### src/rtl/fmp_pkg.sv
`timescale 1ns / 1ps
// shared widths, constants and types for the radix 2^51 field multiplier
// no dependencies
package fmp_pkg;

    localparam int NLIMB   = 5;
    localparam int IN_W    = 52;
    localparam int LIMB_W  = 51;
    localparam int HALF_W  = 26;
    localparam int PP_W    = 2 * HALF_W;
    localparam int PROD_W  = 2 * IN_W;
    localparam int COL_W   = 111;
    localparam int CARRY_W = COL_W - LIMB_W;
    localparam int WIDE_W  = 64;
    localparam int FOLD    = 19;

    typedef logic [NLIMB-1:0][IN_W-1:0]                   t_limbs;
    typedef logic [NLIMB-1:0][NLIMB-1:0][3:0][PP_W-1:0]   t_pps;
    typedef logic [NLIMB-1:0][NLIMB-1:0][PROD_W-1:0]      t_prods;
    typedef logic [NLIMB-1:0][COL_W-1:0]                  t_cols;

    typedef struct packed {
        logic [NLIMB-1:0][COL_W-1:0] col;
        logic [CARRY_W-1:0]          c;
    } t_cry;

endpackage

### src/rtl/fmp_carry.sv
`timescale 1ns / 1ps
// seven-stage carry chain: one column carry per stage, top carry fold, last carry
// depends on fmp_pkg
module fmp_carry import fmp_pkg::*; (
    input  logic              i_clk,
    input  logic              i_rst_n,
    input  logic              i_valid,
    output logic              o_stall,
    input  t_cols             i_col,
    output logic              o_valid,
    input  logic              i_stall,
    output logic [LIMB_W-1:0] o_p_limb0,
    output logic [IN_W-1:0]   o_p_limb1,
    output logic [LIMB_W-1:0] o_p_limb2,
    output logic [LIMB_W-1:0] o_p_limb3,
    output logic [LIMB_W-1:0] o_p_limb4
);

    localparam int NSTG = NLIMB + 2;

    logic [NSTG-1:0]                    r_v;
    logic [NSTG-1:0]                    en;
    t_cry [NLIMB-1:0]                   r_cs, n_cs;
    logic [WIDE_W-1:0]                  r_h0, n_h0;
    logic [NLIMB-1:1][LIMB_W-1:0]       r_hl;
    logic [WIDE_W-1:0]                  n_h1;
    logic [LIMB_W-1:0]                  r_p0, r_p2, r_p3, r_p4;
    logic [IN_W-1:0]                    r_p1;

    always_comb begin
        en[NSTG-1] = !r_v[NSTG-1] || !i_stall;
        for (int s = NSTG - 2; s >= 0; s--) begin
            en[s] = !r_v[s] || en[s+1];
        end
    end

    assign o_stall = !en[0];
    assign o_valid = r_v[NSTG-1];

    always_comb begin
        logic [COL_W-1:0] t;
        t_cry             prev;
        for (int s = 0; s < NLIMB; s++) begin
            if (s == 0) begin
                prev.col = i_col;
                prev.c   = '0;
            end else begin
                prev = r_cs[s-1];
            end
            t              = prev.col[s] + COL_W'(prev.c);
            n_cs[s]        = prev;
            n_cs[s].col[s] = COL_W'(t[LIMB_W-1:0]);
            n_cs[s].c      = t[COL_W-1:LIMB_W];
        end
    end

    // top carry times 19 into limb 0, wrapping at 64 bits
    always_comb begin
        logic [WIDE_W-1:0] c64;
        c64  = WIDE_W'(r_cs[NLIMB-1].c);
        n_h0 = WIDE_W'(r_cs[NLIMB-1].col[0][LIMB_W-1:0])
             + (c64 << 4) + (c64 << 1) + c64;
    end

    assign n_h1 = WIDE_W'(r_hl[1]) + (r_h0 >> LIMB_W);

    always_ff @(posedge i_clk) begin
        if (!i_rst_n) begin
            r_v <= '0;
        end else begin
            if (en[0]) r_v[0] <= i_valid;
            for (int s = 1; s < NSTG; s++) begin
                if (en[s]) r_v[s] <= r_v[s-1];
            end
        end
    end

    always_ff @(posedge i_clk) begin
        for (int s = 0; s < NLIMB; s++) begin
            if (en[s]) r_cs[s] <= n_cs[s];
        end
        if (en[NLIMB]) begin
            r_h0 <= n_h0;
            for (int i = 1; i < NLIMB; i++) begin
                r_hl[i] <= r_cs[NLIMB-1].col[i][LIMB_W-1:0];
            end
        end
        if (en[NSTG-1]) begin
            r_p0 <= r_h0[LIMB_W-1:0];
            r_p1 <= n_h1[IN_W-1:0];
            r_p2 <= r_hl[2];
            r_p3 <= r_hl[3];
            r_p4 <= r_hl[4];
        end
    end

    assign o_p_limb0 = r_p0;
    assign o_p_limb1 = r_p1;
    assign o_p_limb2 = r_p2;
    assign o_p_limb3 = r_p3;
    assign o_p_limb4 = r_p4;

    a_top_carry_small: assert property (@(posedge i_clk) disable iff (!i_rst_n)
        r_v[NLIMB-1] |-> r_cs[NLIMB-1].c[CARRY_W-1:56] == '0)
        else $error("top carry wider than expected");

    a_fold_no_wrap: assert property (@(posedge i_clk) disable iff (!i_rst_n)
        r_v[NLIMB] |-> r_h0[WIDE_W-1:61] == '0)
        else $error("folded limb 0 too wide");

    a_limb1_bound: assert property (@(posedge i_clk) disable iff (!i_rst_n)
        o_valid |-> o_p_limb1[IN_W-1:LIMB_W] == 1'b0 || o_p_limb1[LIMB_W-1:10] == '0)
        else $error("limb 1 exceeds partial reduction bound");

    a_reset_empty: assert property (@(posedge i_clk)
        !i_rst_n |=> r_v == '0)
        else $error("pipeline not empty after reset");

endmodule

### config.mk
export PLATFORM = sky130hd
export DESIGN_NAME = fmp_carry
export DESIGN_NICKNAME = d
export VERILOG_FILES = /design/src/rtl/fmp_pkg.sv /design/src/rtl/fmp_carry.sv
export SDC_FILE = /design/constraint.sdc
export NUM_CORES = 2
export LEC_CHECK = 0
export BUFFER_PORTS_ARGS = -buffer_cell sky130_fd_sc_hd__buf_2
export CAP_MARGIN = 0
export CORE_MARGIN = 2
export CORE_UTILIZATION = 60
export DETAILED_ROUTE_END_ITERATION = 7
export HOLD_SLACK_MARGIN = 0.08
export PLACE_DENSITY = 0.9
export SYNTH_ARGS = -nofsm -noshare
export SYNTH_HDL_FRONTEND = slang
export SYNTH_SLANG_ARGS = --single-unit
### constraint.sdc
create_clock -name i_clk -period 44.5 [get_ports i_clk]
set_input_delay 4.45 -clock i_clk [delete_from_list [all_inputs] [get_ports i_clk]]
set_output_delay 4.45 -clock i_clk [all_outputs]
set_load 0.03 [all_outputs]
# Yosys cells after proc, flatten, opt, wreduce, memory -nomap -nowiden
# Index checks and enable logic that the tools add are counted.
# W data, S select, Z words.
# op_classes
n_reduce_logical	16
add_sub_neg	8
# ops
cell	n
$add A111 B60 Y111	4
$add A51 B64 Y64	1
$add A64 B60 Y64	1
$add A64 B61 Y64	1
$add A51 B13 Y52	1
$logic_not A1 Y1	9
$logic_or A1 B1 Y1	7
# totals
word_cells	71
inputBits	559
reg_bits	2706
out_inout_bits	258

# Depth between registers and ports, before layout
# logic_depth
depth_word	9
ltp_mapped	17
depth_no_buf	17

# Least setup slack after synthesis
# OpenSTA, ideal clock, no wires.
# synth_path
kind	input port to output port
from	input port i_stall
to	output port o_stall
arrival_time_ps	19540
t_required_ps	40050
path_buffers	0
slack_ps	20510
path_stages	5
path_cell_list	and3_1 and3_1 and3_1 nand2_1 inv_1
# synth_between
elab_chain_cells	9
# synth_lines
element	line_no	text
start, declared	fmp_carry.sv:11	input logic i_stall,
$logic_not A1 Y1	fmp_carry.sv:31	en[NSTG-1] = !r_v[NSTG-1] || !i_stall;
$logic_or A1 B1 Y1	fmp_carry.sv:31	
$logic_or A1 B1 Y1 (6 in series)	fmp_carry.sv:33	en[s] = !r_v[s] || en[s+1];
$logic_not A1 Y1	fmp_carry.sv:37	assign o_stall = !en[0];
end, declared	fmp_carry.sv:8	output logic o_stall,
# No other way between the ends.

# Final worst setup path
# Same ends and word-level chain as after synthesis.

==> run_results.csv <==
group,metric,value,unit
clocking,cts.repair.resized,0,
grt,antenna_found_initial,40,
placement,dp_cells,9530,
pwr,power.density,55.46,nW/um^2
worst_setup_path,reg2reg_depth,13,
drt,ant_nets,0,
min_path,min_to,"r_cs[913]$_DFFE_PP_",
pwr,ir_worst_vdd,0.00004700,V
worst_setup_path,critPathSlowestCell,"and3_1",
finish,final_common_cell,"edfxtp_1",
run_status,outcome,"finished clean",
synthesis,async_flop_share,0,%
synthesis,synth_edf_count,2699,
synthesis,yosys_register_bits,2706,
min_path,min_path_cells,0,
timing,fin_crit,11240,ps
synthesis,syn_inst,6437,
timing,hold_viol,0,
timing,max-slew-margin-rel,11.36,%
synthesis,synth_cell_types,100,
worst_setup_path,critPathKind,"in -> out",
synthesis,yosysSeqAreaShare,75.81,%
floorplan,core,177800,um^2
timing,rsz0062_at_grt,"no",
grt,grt_pass1_wl,387100,um
synthesis,syn-cell-area,107100,um^2
worst_setup_path,cp_max_fo,52,
synthesis,muxShareOfSynthArea,0.01869,%
placement,port_buffers,816,
placement,placed_area,114100,um^2
worst_setup_path,cp.required,40050,ps
synthesis,synthSimpleGateAreaFrac,5.940,%
clocking,clk_pin_slew,60,ps
synthesis,synth_compound_area_share,6.403,%
finish,nFillCells,10781,
worst_setup_path,reg2reg_slack,38720,ps
drt,drtPass1Iterations,8,
drt,wire_per_inst,26.75,um
finish,fin_area,122800,um^2
synthesis,synthXorXnorAreaFrac,4.376,%
timing,drv_slew,0,
clocking,cts_sinks,2706,
clocking,cts-buffers-inserted,280,
floorplan,ios,817,
synthesis,synthAdderAreaFrac,5.949,%
clocking,postCtsSetupBuffers,0,
clocking,cts_max_path_buffers,4,
worst_setup_path,cpMostUsedCell,"and3_1",
finish,most-common-layout-cells,"2699 x edfxtp_1, 816 x buf_2, 379 x a21oi_1, 339 x nand2_1, 330 x ha_1",
floorplan,row_count,155,
finish,layout.nets,8458,
grt,grt.total_usage,29.40,%
worst_setup_path,cp-end-kind,"primary output",
worst_setup_path,timing.rr.end,"r_cs[1898]$_DFFE_PP_",
synthesis,synth_ff_type,"edfxtp_1",
finish,stdcell_count,10023,
synthesis,ys_warn_count,0,
timing,worst_pin_slew,1309,ps
drt,dr_total_vias,60579,
floorplan,dieArea,181900,um^2
placement,place_congestion,1.014,
grt,overflow,0,
timing,setup_tns,0,ps
floorplan,initial_core_util,60.22,%
timing,setup_viol,0,
synthesis,syn-num-nets,7438,
pwr,p_leak,48.05,nW
finish,drive_gt1_share,17.04,%
drt,wirelength,268100,um
worst_setup_path,r2r_start,"r_cs[1237]$_DFFE_PP_",
timing,holdWs,364.2,ps
min_path,hold_path_class,"reg -> reg",
worst_setup_path,arrival,6790,ps
clocking,cts_tree,"done",
timing,skew,88.05,ps
worst_setup_path,cpPeakStageDelay,460,ps
floorplan,die_x,426.5,um
drt,route.detailed.drc,0,
min_path,hp-start,"n_cs[913]$_DFFE_PN_",
drt,drtIter0Drc,6550,
timing,finalCritPeriodShare,25.26,%
clocking,insertion_delay,950,ps
clocking,ctsHoldBuffers,0,
grt,grt_pass1_vias,60294,
clocking,h-tree-depth,5,
floorplan,die_h,426.5,um
worst_setup_path,cp_cell_sequence,"buf_2 > and3_1 > and3_1 > and3_1 > nand2_4 > inv_1 > buf_2",
placement,place_hpwl,188000,um
run,cap_violations,0,
placement,pre_cts_slack,33290,ps
synthesis,synth_top_family_by_area,"compound AO/OA/AOI/OAI gates",
drt,vias_per_cell,6.044,
timing,clock.fmax,88.95,MHz
grt,grt_start_max_net_pins,156,
worst_setup_path,setup.worst_path.start_class,"input pin",
clocking,cts_root_buf,"clkbuf_16",
synthesis,synth.avg_cell_area,16.64,um^2
finish,area_delta_synth_final,14.69,%
timing,setup_slack,33260,ps
worst max-delay path: cells and delay by family:
kind	cells	cell delay (ps)
simple gates	4	1720
buf+inv	3	610
stage by stage:
| step | total power [W] | util, % |
|---|---|---|
| after global placement | 0.004500 | 64.14 |
| final | 0.006811 | 69.07 |
| after floorplan | 0.004121 | - |
| after CTS | 0.006818 | 69.04 |
| after global routing | 0.007029 | 69.06 |
| after detailed placement | 0.004551 | 64.14 |
final cells by class:
| class | instances | area [um^2] | area share [%] |
|---|---|---|---|
| flip-flops and latches | 2706 | 81190 | 66.10 |
| multi-input cells | 3309 | 24360 | 19.83 |
| repair buffers | 850 | 4389 | 3.573 |
| clock buffers | 333 | 7342 | 5.978 |
| clock inverters | 139 | 1365 | 1.111 |
| well taps | 2355 | 2947 | 2.399 |
| inverters | 310 | 1186 | 0.9657 |
| diodes | 21 | 52.55 | 0.04278 |
synth_stat cells, drive strengths merged, types with 6 or more instances:
cell type / count / share of area [%]
edfxtp: 2699 / 76
a21oi: 384 / 1.8
nand2: 344 / 1.2
ha: 330 / 3.9
xnor2: 318 / 2.6
inv: 310 / 1.1
nor2: 227 / 0.80
xor2: 217 / 1.8
o21ai: 201 / 0.96
a21o: 187 / 1.3
nand4: 159 / 0.93
nand3: 153 / 0.73
fa: 112 / 2.1
clkbuf: 98 / 0.35
nor3: 84 / 0.40
and3: 68 / 0.40
o21bai: 59 / 0.41
a31oi: 39 / 0.23
nand2b: 37 / 0.22
nor2b: 37 / 0.22
o21a: 37 / 0.26
nor4: 35 / 0.24
and2: 27 / 0.16
a211oi: 21 / 0.15
or3: 21 / 0.12
and4: 19 / 0.16
o211ai: 18 / 0.13
o31ai: 17 / 0.15
a21boi: 15 / 0.11
buf: 14 / 0.067
a221oi: 13 / 0.12
nor3b: 13 / 0.091
or2: 13 / 0.076
o2111ai: 8 / 0.065
or4: 8 / 0.056
dfxtp: 7 / 0.13
o31a: 7 / 0.057
o221ai: 6 / 0.049
o41ai: 6 / 0.056
layer usage:
metal	wire [um]	part of all wire (%)	track usage, %
met1	90870	34	34.06
met5	106	0.040	0
met2	128000	48	47.12
met4	28010	10	25.49
met3	21160	7.9	5.855
worst max path at each step:
stage | from | endpoint | slack [ps] | cells after the start
after floorplan | i_stall | o_stall | 20510 | 5
after global placement | i_stall | o_stall | 33330 | 7
after detailed placement | i_stall | o_stall | 33290 | 7
after CTS | i_stall | o_stall | 33220 | 7
after global routing | i_stall | o_stall | 33080 | 7
final | i_stall | o_stall | 33260 | 7
cells by family (layout without fill, tap and decap cells):
logic type / after synthesis / after routing
and+or+nand+nor: 1259 / 1259
xor gates and xnor gates: 535 / 535
muxes: 2 / 2
adders and majority gates: 442 / 442
buffers and inverters: 422 / 1632
other: 0 / 21
DFF: 2706 / 2706
AOI/OAI and AO/OA: 1071 / 1071
flip-flops by register name (all words and copies together) (netlist names):
register / cells
o_p_limb0: 51
o_p_limb1: 52
n_cs: 1176
r_v: 7
o_p_limb4: 51
o_p_limb3: 51
r_h0: 64
r_cs: 999
r_hl: 204
o_p_limb2: 51
report_power, final:
group	switching (W)	leakage, nW	internal (W)	total, W
Clock	0.000940	4.23	0.00132	0.00226
Sequential	0.000187	28.6	0.00328	0.00347
Combinational	0.000721	15.2	0.000361	0.00108
Total	0.00185	48.1	0.00496	0.00681
(Power assumes the default switching activity.)
